==> config.mk <==
export PLATFORM = sky130hd
export DESIGN_NAME = sorted_line_range_set
export DESIGN_NICKNAME = d
export VERILOG_FILES = /design/src/rtl/core/slrs_pkg.sv /design/src/rtl/core/sorted_line_range_set.sv /design/src/rtl/core/slrs_cell.sv /design/src/rtl/core/slrs_merge.sv
export SDC_FILE = /design/constraint.sdc
export NUM_CORES = 2
export LEC_CHECK = 0
export BUFFER_PORTS_ARGS = -buffer_cell sky130_fd_sc_hd__clkbuf_2
export CORE_ASPECT_RATIO = 1.4
export CORE_MARGIN = 2
export CORE_UTILIZATION = 67
export DETAILED_ROUTE_END_ITERATION = 7
export PLACE_DENSITY_LB_ADDON = 0.12
export RECOVER_POWER = 25
export SYNTH_ARGS = -nofsm -noshare
export SYNTH_HDL_FRONTEND = slang
export SYNTH_HIERARCHICAL = 1
export SYNTH_SLANG_ARGS = --single-unit
==> constraint.sdc <==
create_clock -name clk -period 13.6 [get_ports clk]
set_input_delay 2.72 -clock clk [delete_from_list [all_inputs] [get_ports clk]]
set_output_delay 2.72 -clock clk [all_outputs]
set_load 0.005 [all_outputs]
==> src/rtl/core/slrs_pkg.sv <==
`timescale 1ns / 1ps
`default_nettype none

package slrs_pkg;

	localparam int unsigned FIELD_BITS      = 24;
	localparam int unsigned NUM_RANGES_DEF  = 32;
	localparam int unsigned LINE_BITS_DEF   = 24;

	typedef enum logic {
		OP_ADD    = 1'b0,
		OP_REMOVE = 1'b1
	} op_t;

	typedef struct packed {
		op_t                   operation;
		logic [FIELD_BITS-1:0] range_begin;
		logic [FIELD_BITS-1:0] range_end;
	} in_req_t;

	typedef struct packed {
		logic                  gap_valid;
		logic [FIELD_BITS-1:0] gap_begin;
		logic [FIELD_BITS-1:0] gap_end;
		logic                  last;
		logic                  overflow;
	} out_req_t;

	typedef enum logic [1:0] {
		ST_IDLE,
		ST_SCAN,
		ST_FLUSH,
		ST_FINAL
	} state_t;

	typedef enum logic [1:0] {
		PH_BEFORE,
		PH_MERGE,
		PH_DONE
	} phase_t;

	typedef struct packed {
		logic start;
		logic pop;
		logic live;
		logic flush;
		logic fin;
		logic full;
	} ctl_t;

endpackage

`default_nettype wire

==> src/rtl/core/sorted_line_range_set.sv <==
// Channel   Signals                        Moves
// request   req_valid, req_ready, req      operation and range, one per item
// result    rsp_valid, rsp_ready, rsp      gap reports, last marks the item's final one
//
// A non-empty item passes through accept, a pop of every table slot through the
// merge unit, a flush step and the final result.
// An empty or inverted range goes from accept straight to the final result.
// Reset empties the table at once. A held result (rsp_valid high, rsp_ready low)
// freezes the pass in place; req_ready is high only between items.
`timescale 1ns / 1ps
`default_nettype none

module sorted_line_range_set #(
	parameter int unsigned NUM_RANGES = slrs_pkg::NUM_RANGES_DEF,
	parameter int unsigned LINE_BITS  = slrs_pkg::LINE_BITS_DEF
) (
	input  wire logic               clk,
	input  wire logic               arst_n,
	input  wire logic               req_valid,
	output logic                    req_ready,
	input  wire slrs_pkg::in_req_t  req,
	output logic                    rsp_valid,
	input  wire logic               rsp_ready,
	output slrs_pkg::out_req_t      rsp
);

	localparam int unsigned EW = 2 * LINE_BITS;
	localparam int unsigned KW = $clog2(NUM_RANGES);
	localparam int unsigned CW = $clog2(NUM_RANGES + 1);

	slrs_pkg::state_t     state_q;
	slrs_pkg::state_t     state_d;
	slrs_pkg::ctl_t       ctl;
	logic                 go;
	logic                 empty;
	logic [LINE_BITS-1:0] req_b;
	logic [LINE_BITS-1:0] req_e;
	logic [KW-1:0]        k_q;
	logic [CW-1:0]        cnt_q;
	logic [CW-1:0]        wcnt_q;
	logic                 sel_q;
	logic                 out_vld_q;
	slrs_pkg::out_req_t   out_q;
	logic                 push_vld;
	logic [EW-1:0]        push_ent;
	logic                 res_vld;
	slrs_pkg::out_req_t   res;
	logic [EW-1:0]        head;
	logic [EW-1:0]        a_val [NUM_RANGES];
	logic [EW-1:0]        b_val [NUM_RANGES];
	logic [EW-1:0]        a_in  [NUM_RANGES];
	logic [EW-1:0]        b_in  [NUM_RANGES];

	assign req_b = LINE_BITS'(req.range_begin);
	assign req_e = LINE_BITS'(req.range_end);
	assign empty = req_b >= req_e;
	assign go    = !out_vld_q || rsp_ready;

	always_comb begin
		state_d = state_q;
		unique case (state_q)
			slrs_pkg::ST_IDLE: begin
				if (req_valid) begin
					state_d = empty ? slrs_pkg::ST_FINAL : slrs_pkg::ST_SCAN;
				end
			end
			slrs_pkg::ST_SCAN: begin
				if (go && k_q == KW'(NUM_RANGES - 1)) begin
					state_d = slrs_pkg::ST_FLUSH;
				end
			end
			slrs_pkg::ST_FLUSH: begin
				if (go) begin
					state_d = slrs_pkg::ST_FINAL;
				end
			end
			slrs_pkg::ST_FINAL: begin
				if (go) begin
					state_d = slrs_pkg::ST_IDLE;
				end
			end
			default: state_d = slrs_pkg::ST_IDLE;
		endcase
	end

	always_comb begin
		req_ready = state_q == slrs_pkg::ST_IDLE;
		ctl.start = req_valid && state_q == slrs_pkg::ST_IDLE;
		ctl.pop   = go && state_q == slrs_pkg::ST_SCAN;
		ctl.live  = CW'(k_q) >= (CW'(NUM_RANGES) - cnt_q);
		ctl.flush = go && state_q == slrs_pkg::ST_FLUSH;
		ctl.fin   = go && state_q == slrs_pkg::ST_FINAL;
		ctl.full  = cnt_q == CW'(NUM_RANGES);
	end

	always_ff @(posedge clk or negedge arst_n) begin
		if (!arst_n) begin
			state_q   <= slrs_pkg::ST_IDLE;
			k_q       <= '0;
			cnt_q     <= '0;
			wcnt_q    <= '0;
			sel_q     <= 1'b0;
			out_vld_q <= 1'b0;
		end else begin
			state_q <= state_d;
			if (ctl.start) begin
				k_q    <= '0;
				wcnt_q <= '0;
			end else if (ctl.pop) begin
				k_q <= k_q + KW'(1);
				if (push_vld) begin
					wcnt_q <= wcnt_q + CW'(1);
				end
			end
			if (ctl.flush) begin
				cnt_q <= wcnt_q + CW'(push_vld);
				sel_q <= ~sel_q;
			end
			if (go) begin
				out_vld_q <= res_vld;
			end
		end
	end

	always_ff @(posedge clk) begin
		if (go) begin
			out_q <= res;
		end
	end

	assign rsp_valid = out_vld_q;
	assign rsp       = out_q;

	assign head = sel_q ? b_val[0] : a_val[0];

	for (genvar i = 0; i < NUM_RANGES; i++) begin : g_cell
		if (i == NUM_RANGES - 1) begin : g_tail
			assign a_in[i] = push_ent;
			assign b_in[i] = push_ent;
		end else begin : g_mid
			assign a_in[i] = a_val[i+1];
			assign b_in[i] = b_val[i+1];
		end
		slrs_cell #(
			.ENT_BITS(EW)
		) u_cell (
			.clk  (clk),
			.sel  (sel_q),
			.rd_en(ctl.pop),
			.wr_en(push_vld),
			.a_in (a_in[i]),
			.b_in (b_in[i]),
			.a_out(a_val[i]),
			.b_out(b_val[i])
		);
	end

	slrs_merge #(
		.LINE_BITS(LINE_BITS)
	) u_merge (
		.clk     (clk),
		.arst_n  (arst_n),
		.ctl     (ctl),
		.op_in   (req.operation),
		.b_in    (req_b),
		.e_in    (req_e),
		.head    (head),
		.push_vld(push_vld),
		.push_ent(push_ent),
		.res_vld (res_vld),
		.res     (res)
	);

endmodule

`default_nettype wire

==> src/rtl/core/slrs_cell.sv <==
`timescale 1ns / 1ps
`default_nettype none

// One table slot in each of two banks; the banks swap read/write roles per pass.
module slrs_cell #(
	parameter int unsigned ENT_BITS = 2 * slrs_pkg::LINE_BITS_DEF
) (
	input  wire logic                clk,
	input  wire logic                sel,
	input  wire logic                rd_en,
	input  wire logic                wr_en,
	input  wire logic [ENT_BITS-1:0] a_in,
	input  wire logic [ENT_BITS-1:0] b_in,
	output logic      [ENT_BITS-1:0] a_out,
	output logic      [ENT_BITS-1:0] b_out
);

	logic [ENT_BITS-1:0] a_q;
	logic [ENT_BITS-1:0] b_q;
	logic                a_en;
	logic                b_en;

	assign a_en = sel ? wr_en : rd_en;
	assign b_en = sel ? rd_en : wr_en;

	always_ff @(posedge clk) begin
		if (a_en) begin
			a_q <= a_in;
		end
		if (b_en) begin
			b_q <= b_in;
		end
	end

	assign a_out = a_q;
	assign b_out = b_q;

endmodule

`default_nettype wire

==> src/rtl/core/slrs_merge.sv <==
`timescale 1ns / 1ps
`default_nettype none

// Streaming merge: takes table entries in order, pushes the updated table and reports gaps.
module slrs_merge #(
	parameter int unsigned LINE_BITS = slrs_pkg::LINE_BITS_DEF,
	localparam int unsigned EW = 2 * LINE_BITS
) (
	input  wire logic                 clk,
	input  wire logic                 arst_n,
	input  wire slrs_pkg::ctl_t       ctl,
	input  wire slrs_pkg::op_t        op_in,
	input  wire logic [LINE_BITS-1:0] b_in,
	input  wire logic [LINE_BITS-1:0] e_in,
	input  wire logic [EW-1:0]        head,
	output logic                      push_vld,
	output logic      [EW-1:0]        push_ent,
	output logic                      res_vld,
	output slrs_pkg::out_req_t        res
);

	slrs_pkg::op_t        op_q;
	logic [LINE_BITS-1:0] b_q;
	logic [LINE_BITS-1:0] e_q;
	slrs_pkg::phase_t     phase_q;
	slrs_pkg::phase_t     phase_d;
	logic [LINE_BITS-1:0] acc_lo_q;
	logic [LINE_BITS-1:0] acc_lo_d;
	logic [LINE_BITS-1:0] acc_hi_q;
	logic [LINE_BITS-1:0] acc_hi_d;
	logic [LINE_BITS-1:0] pos_q;
	logic [LINE_BITS-1:0] pos_d;
	logic                 ovf_q;
	logic                 ovf_d;
	logic                 hold_vld_q;
	logic                 hold_vld_d;
	logic [EW-1:0]        hold_q;
	logic [EW-1:0]        hold_d;
	logic                 pend_vld_q;
	logic [LINE_BITS-1:0] pend_b_q;
	logic [LINE_BITS-1:0] pend_e_q;

	logic                 adv;
	logic [LINE_BITS-1:0] s_lo;
	logic [LINE_BITS-1:0] s_hi;
	logic                 em0_vld;
	logic [EW-1:0]        em0;
	logic                 em1_vld;
	logic [EW-1:0]        em1;
	logic                 gap_vld;
	logic [LINE_BITS-1:0] gap_b;
	logic [LINE_BITS-1:0] gap_e;

	assign adv  = ctl.pop | ctl.flush;
	assign s_lo = head[EW-1:LINE_BITS];
	assign s_hi = head[LINE_BITS-1:0];

	always_comb begin
		em0_vld  = 1'b0;
		em0      = '0;
		em1_vld  = 1'b0;
		em1      = '0;
		gap_vld  = 1'b0;
		gap_b    = '0;
		gap_e    = '0;
		phase_d  = phase_q;
		acc_lo_d = acc_lo_q;
		acc_hi_d = acc_hi_q;
		pos_d    = pos_q;
		ovf_d    = ovf_q;
		if (ctl.pop && ctl.live) begin
			if (op_q == slrs_pkg::OP_ADD) begin
				unique case (phase_q)
					slrs_pkg::PH_BEFORE: begin
						if (s_hi < b_q) begin
							em0_vld = 1'b1;
							em0     = head;
						end else if (s_lo > e_q) begin
							phase_d = slrs_pkg::PH_DONE;
							if (ctl.full) begin
								ovf_d   = 1'b1;
								em0_vld = 1'b1;
								em0     = head;
							end else begin
								em0_vld = 1'b1;
								em0     = {b_q, e_q};
								em1_vld = 1'b1;
								em1     = head;
								gap_vld = 1'b1;
								gap_b   = b_q;
								gap_e   = e_q;
							end
						end else begin
							acc_lo_d = (s_lo < b_q) ? s_lo : b_q;
							acc_hi_d = (s_hi > e_q) ? s_hi : e_q;
							gap_vld  = b_q < s_lo;
							gap_b    = b_q;
							gap_e    = s_lo;
							pos_d    = s_hi;
							phase_d  = slrs_pkg::PH_MERGE;
						end
					end
					slrs_pkg::PH_MERGE: begin
						if (s_lo <= e_q) begin
							acc_hi_d = (s_hi > acc_hi_q) ? s_hi : acc_hi_q;
							gap_vld  = pos_q < s_lo;
							gap_b    = pos_q;
							gap_e    = s_lo;
							pos_d    = s_hi;
						end else begin
							gap_vld = pos_q < e_q;
							gap_b   = pos_q;
							gap_e   = e_q;
							em0_vld = 1'b1;
							em0     = {acc_lo_q, acc_hi_q};
							em1_vld = 1'b1;
							em1     = head;
							phase_d = slrs_pkg::PH_DONE;
						end
					end
					default: begin
						em0_vld = 1'b1;
						em0     = head;
					end
				endcase
			end else begin
				if (phase_q == slrs_pkg::PH_DONE || s_lo >= e_q || s_hi <= b_q) begin
					em0_vld = 1'b1;
					em0     = head;
				end else if (s_lo < b_q && e_q < s_hi) begin
					if (ctl.full) begin
						ovf_d   = 1'b1;
						phase_d = slrs_pkg::PH_DONE;
						em0_vld = 1'b1;
						em0     = head;
					end else begin
						em0_vld = 1'b1;
						em0     = {s_lo, b_q};
						em1_vld = 1'b1;
						em1     = {e_q, s_hi};
					end
				end else if (s_lo < b_q) begin
					em0_vld = 1'b1;
					em0     = {s_lo, b_q};
				end else if (s_hi > e_q) begin
					em0_vld = 1'b1;
					em0     = {e_q, s_hi};
				end
			end
		end else if (ctl.flush && op_q == slrs_pkg::OP_ADD) begin
			if (phase_q == slrs_pkg::PH_BEFORE) begin
				if (ctl.full) begin
					ovf_d = 1'b1;
				end else begin
					em0_vld = 1'b1;
					em0     = {b_q, e_q};
					gap_vld = 1'b1;
					gap_b   = b_q;
					gap_e   = e_q;
				end
			end else if (phase_q == slrs_pkg::PH_MERGE) begin
				gap_vld = pos_q < e_q;
				gap_b   = pos_q;
				gap_e   = e_q;
				em0_vld = 1'b1;
				em0     = {acc_lo_q, acc_hi_q};
			end
			phase_d = slrs_pkg::PH_DONE;
		end
	end

	// one-deep hold absorbs the single extra entry an insert or split makes
	always_comb begin
		push_vld   = 1'b0;
		push_ent   = hold_q;
		hold_vld_d = hold_vld_q;
		hold_d     = hold_q;
		if (adv) begin
			if (hold_vld_q) begin
				push_vld   = 1'b1;
				push_ent   = hold_q;
				hold_vld_d = em0_vld;
				hold_d     = em0;
			end else begin
				push_vld   = em0_vld;
				push_ent   = em0;
				hold_vld_d = em1_vld;
				hold_d     = em1;
			end
		end
	end

	always_comb begin
		res_vld = 1'b0;
		res     = '0;
		if (ctl.fin) begin
			res_vld  = 1'b1;
			res.last = 1'b1;
			if (pend_vld_q) begin
				res.gap_valid = 1'b1;
				res.gap_begin = slrs_pkg::FIELD_BITS'(pend_b_q);
				res.gap_end   = slrs_pkg::FIELD_BITS'(pend_e_q);
			end else begin
				res.overflow = ovf_q;
			end
		end else if (adv && gap_vld && pend_vld_q) begin
			res_vld       = 1'b1;
			res.gap_valid = 1'b1;
			res.gap_begin = slrs_pkg::FIELD_BITS'(pend_b_q);
			res.gap_end   = slrs_pkg::FIELD_BITS'(pend_e_q);
		end
	end

	always_ff @(posedge clk or negedge arst_n) begin
		if (!arst_n) begin
			phase_q    <= slrs_pkg::PH_BEFORE;
			ovf_q      <= 1'b0;
			hold_vld_q <= 1'b0;
			pend_vld_q <= 1'b0;
		end else if (ctl.start) begin
			phase_q    <= slrs_pkg::PH_BEFORE;
			ovf_q      <= 1'b0;
			hold_vld_q <= 1'b0;
			pend_vld_q <= 1'b0;
		end else if (adv) begin
			phase_q    <= phase_d;
			ovf_q      <= ovf_d;
			hold_vld_q <= hold_vld_d;
			if (gap_vld) begin
				pend_vld_q <= 1'b1;
			end
		end
	end

	always_ff @(posedge clk) begin
		if (ctl.start) begin
			op_q <= op_in;
			b_q  <= b_in;
			e_q  <= e_in;
		end
		if (adv) begin
			acc_lo_q <= acc_lo_d;
			acc_hi_q <= acc_hi_d;
			pos_q    <= pos_d;
			hold_q   <= hold_d;
			if (gap_vld) begin
				pend_b_q <= gap_b;
				pend_e_q <= gap_e;
			end
		end
	end

endmodule

`default_nettype wire

==> results.txt <==
DRT Wirelength: 215,000 µm
maximum vdd drop: 0.244 mV
asr flop ratio synth: 0.772%
outcome: finished clean
HP Start: g_cell[8].u_cell/a_out[39]
CP Data Required Time: 14.14 ns
CP startpoint kind: input pin
Iter 0 DRT Violations: 5,485
clk sinks: 3,366
drt first pass iters: 6
hold_ws: 0.381 ns
Worst path max stage delay: 1.12 ns
Core Area: 168,000 µm²
mean post-synth cell area: 21.9 µm²
Via Count: 47,500
total of max-cap violations: 0
Fin Clk Skew: 0.0533 ns
Slowest-stage cell, CP: mux2_2
Area growth, synth to finish: 11.3%
row count: 178
Synth Flop Type: edfxtp_1
H-tree depth: 5
final worst setup slack: 4.68 ns
overall power: 0.0287 W
via density per instance: 5.97
P_leak: 41.4 nW
CTS tree: yes
initial antenna violation count: 15
Slew Viols, Final: 0
Hold WC Path Type: register to register
Fin. Hold Viols: 0
Comb pwr share: 13.5%
largest net degree at the start of global routing: 95
critical path peak fanout: 58
clock latency on the worst-skew pair: 0.93 ns
Starting Density: 67.4%
Syn Nets: 5,423
Netlist cell types: 84
number of global-route vias before repair: 46,900
Worst Path Arrival: 9.47 ns
Max Fclk: 0.112 GHz
share of cells above drive strength 1: 12.7%
CTS buffer count: 304
WHS Endpoint: g_cell[7].u_cell/a_out[39]
placement-stage cell area: 116,000 µm²
R2R depth: 15
Yosys reg bits: 3,366
EDFF count, synth: 3,340
number of I/O pins: 106
Setup TNS: 0 ns
Final min period: 8.92 ns
internal reg-to-reg setup slack: 5.31 ns
DRT antenna net count: 0
clk slew on worst S/H paths: 0.06 ns
Die Span Y: 490 µm
fillcell total: 8,948
first-pass GRT wire length: 313,000 µm
Final nets: 5,752
Final setup viols: 0
Place WS: 4.17 ns
GRT Overall Usage: 25.7%
CP Class: input pin to register
Setup Fix Bufs, Post-CTS: 0
Synth Instances: 5,165
# DRC: 0
PortBufs: 105
Post-CTS Resized: 0
Power Internal: 0.0209 W
YS warnings: 6
Post-DP HPWL: 131,000 µm
crit share post-route: 65.6%
CP cell instances: clkbuf_2, nand2b_2, buf_4, nand2_1, inv_1, nand3_1, nor2_1, nand2_1, nand2_1, o21ai_0, a41oi_1, o21a_2, buf_4, mux2_2
sequential power share: 57.4%
Hold Path Depth: 0
Worst R2R Start: sel_q
clock share of power: 29.1%
register area share after synthesis: 89.3%
Post-Syn Area: 113,000 µm²
RSZ-0062 raised after global routing: no
relative slew slack: 11.4%
root buf cell: clkbuf_16
WL per Instance: 27.0 µm
global route total overflow: 0
crit path capture type: register
reg2reg end: g_cell[31].u_cell/b_out[3]
Net Sw Power: 0.00776 W
CTS Hold Buffers Added: 0
chip width: 351 µm
leading area contributor after synthesis: edfxtp_1
PwrDens: 228 nW/µm²
Final Instance Area: 126,000 µm²
Die ar.: 172,000 µm²
Yosys top cell area share: 88.7%
most used cell, CP: nand2_1
Switching Fraction: 27.1%
top cells by area, synth: edfxtp_1 89%, ha_1 2.3%, mux2_2 1.1%
slew of the pin with the lowest slew margin: 1.32 ns
GPL Wtd Cong: 0.946
CTS Buffer Depth: 4
## worst max-delay path, delay by kind of cell
family / cells / cell delay (ns)
and+or+nand+nor: 6 / 2.76
buffers and inverters: 4 / 1.69
AOI/OAI and AO/OA: 3 / 1.07
muxes: 1 / 1.12
## cell families after synthesis
| family | count (synthesis) | synth area share [%] |
|---|---|---|
| flip-flops | 3366 | 89.3 |
| multiplexers | 122 | 1.21 |
| AND/OR/NAND/NOR | 531 | 2.22 |
| XOR/XNOR | 17 | 0.132 |
| buffers and inverters | 267 | 0.959 |
| adder cells (fa/ha/maj) | 205 | 2.27 |
| AO/OA/AOI/OAI | 657 | 3.90 |
## cell usage after synthesis, drive strengths merged, types with 4 or more instances
cell type	n
a22oi	39
o21ai	186
nand3	36
ha	205
nand2	197
xor2	9
nor2b	13
a221oi	47
and3	12
nand2b	14
inv	153
a31oi	35
a21o	20
a221o	5
mux2	117
buf	35
dfrtp	26
a22o	21
nor2	127
xnor2	8
clkbuf	79
o21bai	6
nand4	29
edfxtp	3340
nor3	24
mux2i	5
or2	5
a211o	4
o2bb2ai	12
a32o	22
a21oi	159
a211oi	16
and2	54
nor4	10
o22ai	8
o221ai	26
a32oi	12
o21a	6
## power by group through the flow
stage | sequential [W] | combinational [W] | clock (W)
finish | 0.0164 | 0.00388 | 0.00834
global route | 0.0167 | 0.00418 | 0.00884
CTS | 0.0165 | 0.00378 | 0.00851
detailed placement | 0.0165 | 0.00372 | 0
global placement | 0.0164 | 0.00356 | 0
floorplan | 0.0159 | 0.00242 | 0
## routing by layer
| metal | global-route usage, % | wire length (µm) | up-vias | share of wire [%] |
|---|---|---|---|---|
| li1 | - | - | 21200 | - |
| met1 | 34.9 | 79700 | 23700 | 37 |
| met2 | 40.1 | 104000 | 2217 | 48 |
| met3 | 7.86 | 23000 | 396 | 11 |
| met4 | 9.55 | 8210 | 18 | 3.8 |
| met5 | 0 | 168 | - | 0.078 |
## worst max path at each step
| stage | start | to | slack (ns) |
|---|---|---|---|
| final | rsp_ready | g_cell[31].u_cell/b_out[3] | 4.68 |
| after global routing | rsp_ready | g_cell[31].u_cell/b_out[10] | 4.52 |
| after CTS | rsp_ready | g_cell[21].u_cell/a_out[43] | 5.07 |
| after detailed placement | rsp_ready | g_cell[31].u_cell/b_out[3] | 4.17 |
| after global placement | rsp_ready | g_cell[31].u_cell/b_out[3] | 4.38 |
| after floorplan | rsp_ready | g_cell[0].u_cell/a_out[0] | 6.11 |
## layout by cell type (no fill, tap or decap), types with 11 or more instances in the layout
master         n
edfxtp_1    3340
clkbuf_16    310
ha_1         205
nand2_1      196
o21ai_0      181
a21oi_1      157
inv_1        151
nor2_1       121
mux2_2       106
clkbuf_2     105
clkinv_2      53
clkinv_1      52
clkbuf_1      47
and2_1        42
a22oi_1       39
nand3_1       36
a221oi_1      36
a31oi_1       34
buf_4         32
bufinv_16     30
nand4_1       29
o221ai_1      25
nor3_1        23
dfrtp_1       23
a32o_1        22
a22o_1        21
a21o_1        19
a211oi_1      16
nand2b_1      13
clkinvlp_4    13
nor2b_1       12
o2bb2ai_1     12
a32oi_1       12
mux2_1        11
and3_1        11
and2_4        11
a221oi_2      11
## per-stage QoR
step / utilization, % / cells
6_report: 75.0 / 7969
5_1_grt: 75.0 / 7960
4_1_cts: 75.0 / 7959
3_5_place_dp: 69.3 / 7438
3_3_place_gp: 69.3 / 7438
2_1_floorplan: - / 5165
## area by class of cell
type / count / area [µm²] / area share, %
Clock inverter: 162 / 1600 / 1.27
Tap cell: 2250 / 2820 / 2.24
Antenna cell: 10 / 25.0 / 0.0199
Sequential cell: 3366 / 101000 / 80.3
Multi-Input combinational cell: 1532 / 11100 / 8.80
Timing Repair Buffer: 137 / 766 / 0.609
Inverter: 153 / 574 / 0.457
Clock buffer: 359 / 7960 / 6.33
## state kept, by name (all words and copies together) (netlist names), 2 cells and up
name,cells
wcnt_q,6
g_cell.u_cell/a_out,1536
u_merge/pend_e_q,24
cnt_q,6
u_merge/e_q,24
u_merge/hold_q,48
k_q,5
state_q,2
u_merge/acc_hi_q,24
u_merge/acc_lo_q,24
u_merge/pos_q,24
g_cell.u_cell/b_out,1536
rsp,51
u_merge/phase_q,2
u_merge/pend_b_q,24
u_merge/b_q,24
(Power assumes the default switching activity.)
